File: src/sv/ipv4tp_pkg.sv
// ipv4tp_pkg: types and character codes for the ipv4 text line parser
// no dependencies; imported by ipv4tp_line_core, ipv4_text_line_parser_unit, ipv4tp_line_checker and the testbench
package ipv4tp_pkg;

  localparam logic [7:0] CH_TAB   = 8'h09;
  localparam logic [7:0] CH_NL    = 8'h0A;
  localparam logic [7:0] CH_VT    = 8'h0B;
  localparam logic [7:0] CH_FF    = 8'h0C;
  localparam logic [7:0] CH_CR    = 8'h0D;
  localparam logic [7:0] CH_SPACE = 8'h20;
  localparam logic [7:0] CH_PLUS  = 8'h2B;
  localparam logic [7:0] CH_MINUS = 8'h2D;
  localparam logic [7:0] CH_DOT   = 8'h2E;
  localparam logic [7:0] CH_ZERO  = 8'h30;
  localparam logic [7:0] CH_NINE  = 8'h39;

  localparam logic [8:0] OCTET_MAX  = 9'd255;
  localparam logic [8:0] VALUE_SAT  = 9'd256;
  localparam logic [2:0] PART_COUNT = 3'd4;

  // octet phase codes
  localparam logic [1:0] PH_BLANK = 2'd0;
  localparam logic [1:0] PH_SIGN  = 2'd1;
  localparam logic [1:0] PH_DIGIT = 2'd2;
  localparam logic [1:0] PH_DONE  = 2'd3;

  typedef struct packed {
    logic [7:0] char_byte;
    logic       stream_end;
  } req_item_t;

  typedef struct packed {
    logic        line_valid;
    logic [31:0] address;
  } rsp_item_t;

  typedef struct packed {
    logic      emit;
    rsp_item_t item;
  } core_res_t;

endpackage

File: src/sv/ipv4tp_line_core.sv
// ipv4tp_line_core: per-line parse state and the per-byte update logic
// depends on ipv4tp_pkg; result is combinational for the caller to register
module ipv4tp_line_core (
  input  logic                  clk,
  input  logic                  rst,
  input  logic                  fire,
  input  ipv4tp_pkg::req_item_t req,
  output ipv4tp_pkg::core_res_t res
);
  import ipv4tp_pkg::*;

  logic       in_address_field, in_address_field_next;
  logic [2:0] separator_count, separator_count_next;
  logic [1:0] octet_phase, octet_phase_next;
  logic       octet_negative, octet_negative_next;
  logic [8:0] octet_value, octet_value_next;
  logic       line_bad, line_bad_next;
  logic [7:0] octet_store [3];

  logic        is_nl, is_digit, is_blank, is_sign, store_we, close_line;
  logic        cur_ok, next_ok;
  logic [11:0] acc;
  logic [1:0]  store_idx;
  logic [7:0]  third_octet;

  assign is_nl    = (req.char_byte == CH_NL);
  assign is_digit = (req.char_byte >= CH_ZERO) && (req.char_byte <= CH_NINE);
  assign is_blank = (req.char_byte == CH_SPACE) || (req.char_byte == CH_VT) ||
                    (req.char_byte == CH_FF) || (req.char_byte == CH_CR);
  assign is_sign  = (req.char_byte == CH_PLUS) || (req.char_byte == CH_MINUS);
  assign acc      = ({3'd0, octet_value} * 12'd10) + {4'd0, req.char_byte - CH_ZERO};
  assign cur_ok   = (octet_value <= OCTET_MAX) && !(octet_negative && (octet_value != 9'd0));
  assign store_idx = separator_count[1:0];

  // byte effect on the line state, skipped for a newline and for bytes after the tab
  always_comb begin
    in_address_field_next = in_address_field;
    separator_count_next  = separator_count;
    octet_phase_next      = octet_phase;
    octet_negative_next   = octet_negative;
    octet_value_next      = octet_value;
    line_bad_next         = line_bad;
    store_we              = 1'b0;
    if (!is_nl && in_address_field) begin
      priority if (req.char_byte == CH_TAB) begin
        in_address_field_next = 1'b0;
      end else if (req.char_byte == CH_DOT) begin
        if (!cur_ok) line_bad_next = 1'b1;
        store_we = (separator_count < PART_COUNT - 3'd1);
        if (separator_count < PART_COUNT) separator_count_next = separator_count + 3'd1;
        octet_phase_next    = PH_BLANK;
        octet_negative_next = 1'b0;
        octet_value_next    = 9'd0;
      end else if (is_digit) begin
        if (octet_phase != PH_DONE) begin
          octet_value_next = (acc > {3'd0, VALUE_SAT}) ? VALUE_SAT : acc[8:0];
          octet_phase_next = PH_DIGIT;
        end
      end else if (octet_phase == PH_BLANK && is_blank) begin
        octet_phase_next = octet_phase;
      end else if (octet_phase == PH_BLANK && is_sign) begin
        octet_negative_next = (req.char_byte == CH_MINUS);
        octet_phase_next    = PH_SIGN;
      end else begin
        octet_phase_next = PH_DONE;
      end
    end
  end

  assign close_line = is_nl || req.stream_end;
  assign next_ok    = (separator_count_next == PART_COUNT - 3'd1) && !line_bad_next &&
                      (octet_value_next <= OCTET_MAX) &&
                      !(octet_negative_next && (octet_value_next != 9'd0));

  // a closing third dot writes the last stored octet in this same byte
  assign third_octet = store_we ? octet_value[7:0] : octet_store[2];

  always_comb begin
    res.emit            = fire && close_line;
    res.item.line_valid = next_ok;
    res.item.address    = next_ok ? {octet_store[0], octet_store[1], third_octet,
                                     octet_value_next[7:0]} : 32'd0;
  end

  always_ff @(posedge clk) begin
    if (rst) begin
      in_address_field <= 1'b1;
      separator_count  <= 3'd0;
      octet_phase      <= PH_BLANK;
      octet_negative   <= 1'b0;
      octet_value      <= 9'd0;
      line_bad         <= 1'b0;
    end else if (fire) begin
      if (close_line) begin
        in_address_field <= 1'b1;
        separator_count  <= 3'd0;
        octet_phase      <= PH_BLANK;
        octet_negative   <= 1'b0;
        octet_value      <= 9'd0;
        line_bad         <= 1'b0;
      end else begin
        in_address_field <= in_address_field_next;
        separator_count  <= separator_count_next;
        octet_phase      <= octet_phase_next;
        octet_negative   <= octet_negative_next;
        octet_value      <= octet_value_next;
        line_bad         <= line_bad_next;
      end
    end
  end

  // octet store has no reset; entries are read only after being written this line
  always_ff @(posedge clk) begin
    if (fire && store_we) octet_store[store_idx] <= octet_value[7:0];
  end

endmodule

File: src/sv/ipv4_text_line_parser_unit.sv
// ipv4_text_line_parser_unit: top level, input register, parse core, result register
// depends on ipv4tp_pkg and ipv4tp_line_core
//
//  channel | direction | handshake            | payload
//  req     | in        | req_valid/req_stall  | req_data (char_byte, stream_end)
//  rsp     | out       | rsp_valid/rsp_stall  | rsp_data (line_valid, address)
//
// one byte per cycle sustained while the result is not stalled; a byte is held in the input register,
// and its result, if it closes a line, is loaded into the result register when that byte fires
// the state update runs in the input-register stage, so a stalled result holds that stage
// reset (rst, synchronous) empties both registers and clears the line state
// req_stall rises only when the input register is full and the result is stalled
module ipv4_text_line_parser_unit (
  input  logic                  clk,
  input  logic                  rst,
  input  logic                  req_valid,
  output logic                  req_stall,
  input  ipv4tp_pkg::req_item_t req_data,
  output logic                  rsp_valid,
  input  logic                  rsp_stall,
  output ipv4tp_pkg::rsp_item_t rsp_data
);
  import ipv4tp_pkg::*;

  logic      in_full;
  req_item_t in_item;
  logic      advance, fire;
  core_res_t core_res;

  assign advance   = !rsp_valid || !rsp_stall;
  assign fire      = in_full && advance;
  assign req_stall = in_full && !advance;

  always_ff @(posedge clk) begin
    if (rst) begin
      in_full <= 1'b0;
    end else if (!req_stall) begin
      in_full <= req_valid;
    end
  end

  always_ff @(posedge clk) begin
    if (!req_stall && req_valid) in_item <= req_data;
  end

  ipv4tp_line_core u_core (
    .clk  (clk),
    .rst  (rst),
    .fire (fire),
    .req  (in_item),
    .res  (core_res)
  );

  always_ff @(posedge clk) begin
    if (rst) begin
      rsp_valid <= 1'b0;
    end else if (advance) begin
      rsp_valid <= core_res.emit;
    end
  end

  always_ff @(posedge clk) begin
    if (advance && core_res.emit) rsp_data <= core_res.item;
  end

  a_bad_line_zero: assert property (@(posedge clk) disable iff (rst)
    rsp_valid && !rsp_data.line_valid |-> rsp_data.address == 32'd0)
    else $error("invalid line result carries a nonzero address");

  a_stage_holds: assert property (@(posedge clk) disable iff (rst)
    in_full && rsp_valid && rsp_stall |=> in_full)
    else $error("input stage dropped a byte while the result was stalled");

  a_newline_emits: assert property (@(posedge clk) disable iff (rst)
    fire && in_item.char_byte == CH_NL |=> rsp_valid)
    else $error("newline did not produce a result");

endmodule

File: config.mk
export PLATFORM = sky130hd
export DESIGN_NAME = ipv4_text_line_parser_unit
export DESIGN_NICKNAME = d
export VERILOG_FILES = /design/src/sv/ipv4tp_pkg.sv /design/src/sv/ipv4tp_line_core.sv /design/src/sv/ipv4_text_line_parser_unit.sv
export SDC_FILE = /design/constraint.sdc
export NUM_CORES = 1
export LEC_CHECK = 0
export ABC_AREA = 1
export ABC_CLOCK_PERIOD_IN_PS = 4500
export BUFFER_PORTS_ARGS = -buffer_cell sky130_fd_sc_hd__buf_2
export CAP_MARGIN = 40
export CORE_MARGIN = 1.5
export CORE_UTILIZATION = 59
export DETAILED_ROUTE_END_ITERATION = 7
export PLACE_DENSITY = 0.84
export SLEW_MARGIN = 20
export SYNTH_ARGS = -nofsm -noshare
export SYNTH_HDL_FRONTEND = slang
export SYNTH_SLANG_ARGS = --single-unit
File: constraint.sdc
create_clock -name clk -period 4.5 [get_ports clk]
set_clock_uncertainty 0.05 [all_clocks]
set_input_delay 0.225 -clock clk [delete_from_list [all_inputs] [get_ports clk]]
set_output_delay 0.225 -clock clk [all_outputs]
set_load 0.05 [all_outputs]
==> impl_metrics.csv, run 1 <==
group,metric,value,unit
status,status,"finished clean",
power,total_leakage_power,0.00248,uW
grt,grt_pass1_vias,3507,
timing,hold_violations,0,
setup_path,cp_max_fo,33,
detailed_routing,drt_iter0_markers,248,
grt,grtUsageMet1,27.2,%
detailed_routing,drc,0,
place,dp_hpwl,6830,um
synthesis,yosys.area.top_type,"edfxtp_1",
timing,min_period_over_period,91.2,%
floorplanning,die-area,8710,um2
synthesis,ys_seq_elements,85,
timing,rsz0062_at_grt,"false",
detailed_routing,route.vias.total,3818,
setup_path,crit_chain,"ha_1 > ha_1 > inv_1 > nand2_1 > nand2_1 > xor2_1 > ha_1 > nand2_1 > inv_1 > a21oi_1 > nand2_1 > xor2_1 > nand2_1 > nand2_2 > nor2_4 > nand3_1 > nand2_1 > a21boi_1 > nand2_1 > nor2_1 > nand2_1 > nand2_2 > nand2_8 > nor2_1",
setup_path,slowest_delay,510,ps
cells_and_area,diodes,0,
detailed_routing,viasPerCell,5.21,
timing,fin_setup_tns,0,ps
floorplanning,start_util,61.7,%
min_path,holdPathEnd,"in_full",
timing,setup_slack,395,ps
synthesis,synth.distinct_cells,36,
min_path,min_path_type,"in2reg",
min_path,min_path_cells,3,
cells_and_area,final_nets,669,
synthesis,ys_seq_area_share,49.1,%
clocking,cts.sinks,85,
timing,max_slew_margin,44.3,%
setup_path,crit_type,"reg2reg",
setup_path,arrival,4260,ps
clocking,cts_max_level,3,
synthesis,syn_nets,604,
timing,setup_viol,0,
grt,grt_use_total,22.7,%
detailed_routing,wirelength,9470,um
synthesis,yosys.area.top_type_share,41.2,%
floorplanning,die_w,93.3,um
timing,tightest_slew,832,ps
setup_path,required,4660,ps
clocking,clockBufferDepth,2,
floorplanning,core,7810,um2
clocking,post-cts-setup-buffers,0,
clocking,clock_latency,370,ps
floorplanning,placement_rows,32,
synthesis,synth_common_cells,"nand2_1 (134), inv_1 (98), edfxtp_1 (66), nor2_1 (50), nand3_1 (29)",
setup_path,critPathLaunchType,"flip-flop",
timing,slew_violations,0,
grt,grt_overflow_total,0,
power,total_power,1520,uW
setup_path,r2r_start,"u_core.octet_value[3]",
grt,grt.busiest_layer,"met2",
setup_path,crit_path_end_kind,"flip-flop",
timing,fmax,244,MHz
synthesis,synth_edf_count,66,
floorplanning,die_h,93.3,um
synthesis,synth.most_common_cell,"nand2_1",
setup_path,rr_worst_depth,24,
grt,grt_max_degree,36,
power,ir_worst_vdd,0.172,mV
setup_path,cp_top_family,"simple AND/OR/NAND/NOR gates",
synthesis,dominantRegCellSynth,"edfxtp_1",
grt,antenna_found_initial,0,
place,place_congestion,0.936,
synthesis,syn_inst,561,
min_path,worstHoldStart,"req_valid",
power,powerDensity,278,nW/um2
timing,finalCriticalPeriod,4100,ps
place,io_buffers,47,
grt,grt_pass1_wl,15200,um
setup_path,r2r-end,"rsp_data[4]",
floorplanning,io_pins,48,
detailed_routing,detail_route.wl_per_cell,12.9,um
cells_and_area,area_growth,13.8,%
synthesis,synthArstFlopShare,0,%
synthesis,yosysWarnings,0,
setup_path,crit_slowest_cell,"dfxtp_2",
clocking,cts_tree,"yes",
place,dpl_worst_slack,131,ps
setup_path,crit_path_frequent_cell,"nand2_1",
job,cap_violations,0,
clocking,cts_buffers,9,
synthesis,avgSynthCellArea,8.58,um2
grt,use_met3,3.74,%
synthesis,synth_top_cells_by_area,"edfxtp_1 (41%), nand2_1 (10%), dfxtp_1 (7.9%)",
clocking,root_buffer,"clkbuf_8",
setup_path,r2r_setup_slack,400,ps
synthesis,synth_area,4810,um2
grt,grt.met2_usage,40.5,%
detailed_routing,antenna_left,0,
detailed_routing,firstDrtPassIters,5,
clocking,clk_pin_slew,110,ps
setup_path,crit_buf_inv,2,
cells_and_area,drive_gt1_share,19.0,%
-- sequential cells by signal, indices dropped and copies added (netlist names) --
signal and cells:
u_core.octet_store 24, rsp_data 33, in_full 1, rsp_valid 1
u_core.line_bad 1, in_item 9, u_core.separator_count 3, u_core.in_address_field 1
u_core.octet_phase 2, u_core.octet_negative 1, u_core.octet_value 9
-- worst reg2reg max path: stages, from the launching register on --
cell and delay, ps:
dfxtp_2 510, ha_1 290, ha_1 350, inv_1 70
nand2_1 80, nand2_1 90, xor2_1 170, ha_1 310
nand2_1 90, inv_1 50, a21oi_1 130, nand2_1 100
xor2_1 220, nand2_1 90, nand2_2 90, nor2_4 60
nand3_1 80, nand2_1 70, a21boi_1 270, nand2_1 100
nor2_1 130, nand2_1 80, nand2_2 110, nand2_8 180
nor2_1 180
-- cells by family (layout without fill, tap and decap cells) --
logic type | count (synthesis) | in the layout | synth area share, %
flops | 85 | 85 | 49.1
buf+inv | 110 | 180 | 9.18
fa+ha+maj | 30 | 30 | 8.11
mux | 1 | 1 | 0.208
simple gates | 272 | 272 | 25.7
xor+xnor | 6 | 6 | 1.09
compound gates | 57 | 57 | 6.63
-- worst max path at each step --
stage                          startpoint      endpoint  slack (ps)  depth (start not counted)
finish              u_core.octet_value[3]   rsp_data[4]         400                         24
floorplan           u_core.octet_value[1]  rsp_data[10]         940                         26
detailed placement  u_core.octet_value[3]   rsp_data[7]         130                         24
CTS                 u_core.octet_value[3]   rsp_data[7]          30                         24
global placement    u_core.octet_value[3]   rsp_data[6]         150                         24
global route        u_core.octet_value[3]   rsp_data[2]          20                         24
-- final cells by class --
class                           instances  area (um2)
Fill cell                             604        2330
Tap cell                              102         128
Clock buffer                            9         124
Sequential cell                        85        2360
Clock inverter                          7        76.3
Timing Repair Buffer                   64         385
Inverter                              100         375
Multi-Input combinational cell        366        2030
-- routing by layer --
metal / share of wire (%) / wire, um
met5: 0 / 0
met2: 51 / 4800
met4: 2.1 / 200
met3: 5.9 / 562
met1: 41 / 3910
-- metrics by stage --
step | instance area [um2] | hold WS [ps] | util, % | cells
after floorplan | 4810 | 274 | - | 561
after global placement | 5170 | 352 | 66.3 | 708
after detailed placement | 5170 | 354 | 66.3 | 708
after CTS | 5460 | 61.2 | 70.0 | 733
after global routing | 5480 | 76.7 | 70.2 | 733
final | 5480 | 67.4 | 70.2 | 733
-- cell usage in the layout, fill, tap and decap left out, types with 3 or more instances in the layout --
| cell type | n |
|---|---|
| a21boi_1 | 7 |
| a21oi_1 | 24 |
| buf_2 | 47 |
| buf_4 | 8 |
| clkbuf_8 | 9 |
| dfxtp_1 | 17 |
| dlygate4sd3_1 | 9 |
| edfxtp_1 | 66 |
| ha_1 | 28 |
| inv_1 | 98 |
| inv_8 | 3 |
| nand2_1 | 134 |
| nand2_2 | 8 |
| nand3_1 | 29 |
| nand3_2 | 4 |
| nand4_1 | 7 |
| nor2_1 | 49 |
| nor2_2 | 27 |
| nor3_1 | 5 |
| o21ai_0 | 19 |
| xor2_1 | 4 |
-- report_power, final --
group | switching, uW | internal, uW | leakage (uW)
Combinational | 88.4 | 37.0 | 0.00156
Clock | 316 | 220 | 0.000103
Sequential | 8.88 | 854 | 0.000823
Total | 413 | 1110 | 0.00248
-- repair_timing --
item                                    CTS  global route
hold buffers                              9             0
endpoints found under the setup margin    0            33
endpoints found under the hold margin     9             0
gates resized for setup                   0            11
Power figures use the tool's default switching activity.
==> run 2: changes to the inputs <==
--- a/config.mk
+++ b/config.mk
@@ -14,3 +14,3 @@
 export DETAILED_ROUTE_END_ITERATION = 7
-export PLACE_DENSITY = 0.84
+export PLACE_DENSITY = 0.78
 export SLEW_MARGIN = 20
==> constraint.sdc (replaced) <==
create_clock -name clk -period 4.5 [get_ports clk]
set_clock_uncertainty 0.05 [all_clocks]
set_input_delay 1.35 -clock clk [delete_from_list [all_inputs] [get_ports clk]]
set_output_delay 1.35 -clock clk [all_outputs]
set_load 0.05 [all_outputs]
==> run 2 against run 1 <==
First-iteration DRC count rose by 6.0%. Flip-flop and latch count stayed put. Combinational power decreased by 4%. Worst hold slack improved by 360 ps. Sequential power hardly changed. Sequential share of layout area up 0.47 points. Non-clock buffer count is 8 lower. Largest power group unchanged.
==> impl_metrics.csv, run 2 (same netlist as run 1, synthesis figures left out) <==
group,metric,value,unit
setup_path,r2r-end,"rsp_data[3]",
grt,grt_pass1_vias,3545,
detailed_routing,wirelength,9580,um
power,powerDensity,280,nW/um2
detailed_routing,antenna_left,0,
setup_path,arrival,4360,ps
detailed_routing,drc,0,
floorplanning,start_util,61.7,%
clocking,holdBufCountCts,0,
clocking,clk_pin_slew,100,ps
grt,grt_use_total,23.7,%
timing,fmax,238,MHz
min_path,min_path_cells,2,
power,sw_frac_of_total,27.4,%
clocking,cts_resized,0,
grt,grt.busiest_layer,"met2",
setup_path,crit_buf_inv,1,
cells_and_area,reg.largest.list,"rsp_data x33, u_core.octet_store x24",
clocking,cts_tree,"yes",
min_path,min_path_type,"reg2reg",
detailed_routing,viasPerCell,5.15,
cells_and_area,largest_reg_flops,33,
job,cap_violations,0,
power,total_leakage_power,0.00246,uW
grt,grt_pass1_wl,15800,um
clocking,post-cts-setup-buffers,0,
floorplanning,placement_rows,32,
cells_and_area,mostFrequentLayoutCells,"nand2_1 (134), inv_1 (98), edfxtp_1 (66)",
grt,antenna_found_initial,0,
clocking,cts_max_level,3,
timing,slew_violations,0,
setup_path,crit_slowest_cell,"a21boi_0",
setup_path,crit_path_frequent_cell,"nand2_1",
detailed_routing,detail_route.wl_per_cell,13.2,um
floorplanning,io_pins,48,
power,p_sw,416,uW
setup_path,r2r_setup_slack,300,ps
cells_and_area,drive_gt1_share,19.6,%
timing,max_slew_margin,53.5,%
clocking,cts_buffers,9,
status,status,"finished clean",
clocking,cts.sinks,85,
timing,tightest_slew,695,ps
power,total_power,1520,uW
grt,use_met3,3.74,%
setup_path,required,4660,ps
power,p_int,1100,uW
setup_path,crit_path_end_kind,"flip-flop",
cells_and_area,top_register,"rsp_data",
min_path,holdPathEnd,"u_core.in_address_field",
power,ir_worst_vdd,0.159,mV
power,pwr-share-clk,35.4,%
detailed_routing,firstDrtPassIters,5,
power,comb_power_share,7.9,%
place,io_buffers,47,
cells_and_area,final_nets,662,
setup_path,slowest_delay,410,ps
grt,grt_overflow_total,0,
grt,grt_max_degree,36,
place,dp_hpwl,6980,um
setup_path,crit_chain,"ha_1 > ha_1 > nand2_1 > nand2_1 > nand2_1 > xor2_1 > ha_1 > nand2_1 > inv_1 > a21oi_1 > nand2_1 > xor2_1 > nand2_1 > nand2_2 > nor2_4 > nand3_1 > nand2_1 > a21boi_0 > nand2_1 > nor2_1 > nand2_1 > nand2_2 > nand2_8 > nor2_1",
clocking,clock_latency,370,ps
grt,grtUsageMet1,28.2,%
setup_path,cp_max_fo,17,
timing,min_period_over_period,93.3,%
detailed_routing,route.vias.total,3740,
timing,fin_setup_tns,0,ps
clocking,root_buffer,"clkbuf_8",
min_path,worstHoldStart,"u_core.in_address_field",
timing,rsz0062_at_grt,"false",
clocking,clockBufferDepth,2,
cells_and_area,diodes,0,
timing,finalCriticalPeriod,4200,ps
setup_path,cp_top_family,"simple AND/OR/NAND/NOR gates",
setup_path,r2r_start,"u_core.octet_value[2]",
floorplanning,core,7810,um2
cells_and_area,layout_commonest_cell,"nand2_1",
setup_path,crit_type,"reg2reg",
timing,setup_viol,0,
floorplanning,die_h,93.3,um
setup_path,critPathLaunchType,"flip-flop",
cells_and_area,area_growth,12.7,%
setup_path,rr_worst_depth,24,
timing,hold_violations,0,
floorplanning,die_w,93.3,um
floorplanning,die-area,8710,um2
power,p_seq_share,56.7,%
detailed_routing,drt_iter0_markers,263,
place,place_congestion,0.935,
grt,grt.met2_usage,41.2,%
[run 2: changes by cell type in the layout (fill, tap and decap cells not counted), sizes merged]
cell,change
dlygate4sd3,-9
buf,+1
clkinv,+1
inv,-1
nand2,+1
[run 2: area by class of cell]
class | instances | area (um2)
Multi-Input combinational cell | 367 | 2050
Clock inverter | 7 | 76.3
Tap cell | 102 | 128
Sequential cell | 85 | 2370
Fill cell | 652 | 2380
Clock buffer | 9 | 124
Inverter | 100 | 375
Timing Repair Buffer | 56 | 303
[run 2: stage by stage]
stage | utilization, % | cells | hold slack (ps) | worst slack (ps) | area [um2]
3_3_place_gp | 66.3 | 709 | 404 | 308 | 5180
5_1_grt | 69.5 | 726 | 463 | 15.9 | 5430
6_report | 69.5 | 726 | 426 | 303 | 5430
4_1_cts | 68.9 | 725 | 427 | 78.7 | 5380
2_1_floorplan | - | 561 | 390 | 910 | 4810
3_5_place_dp | 66.3 | 709 | 412 | 176 | 5180
[run 2: worst max path at each step]
stage,from,to,slack [ps],cells past startpoint
global placement,u_core.octet_value[4],rsp_data[2],310,24
detailed placement,u_core.octet_value[4],rsp_data[8],180,24
global route,u_core.octet_value[1],rsp_data[3],20,23
finish,u_core.octet_value[2],rsp_data[3],300,24
floorplan,rsp_stall,u_core.line_bad,910,6
CTS,u_core.octet_value[4],rsp_data[3],80,24
[run 2: power groups by stage]
stage / clock network [uW] / registers [uW] / logic [uW]
final: 539 / 862 / 120
after global routing: 574 / 864 / 132
after CTS: 549 / 863 / 119
after detailed placement: 0 / 881 / 118
after global placement: 0 / 880 / 117
after floorplan: 0 / 909 / 60.0
[run 2: worst register-to-register path: stages, from the launching register on]
cell      delay, ps
dfxtp_2         380
ha_1            330
ha_1            290
nand2_1          60
nand2_1          90
nand2_1          90
xor2_1          180
ha_1            310
nand2_1          90
inv_1            50
a21oi_1         130
nand2_1          90
xor2_1          210
nand2_1         100
nand2_2          90
nor2_4           60
nand3_1          70
nand2_1          50
a21boi_0        410
nand2_1         130
nor2_1          150
nand2_1          80
nand2_2         190
nand2_8         150
nor2_1          180
[run 2: layer usage]
layer | part of all wire (%) | vias up
li1 | - | 1920
met1 | 41 | 1662
met2 | 50 | 127
met3 | 5.6 | 31
met4 | 3.3 | 0
met5 | 0 | -
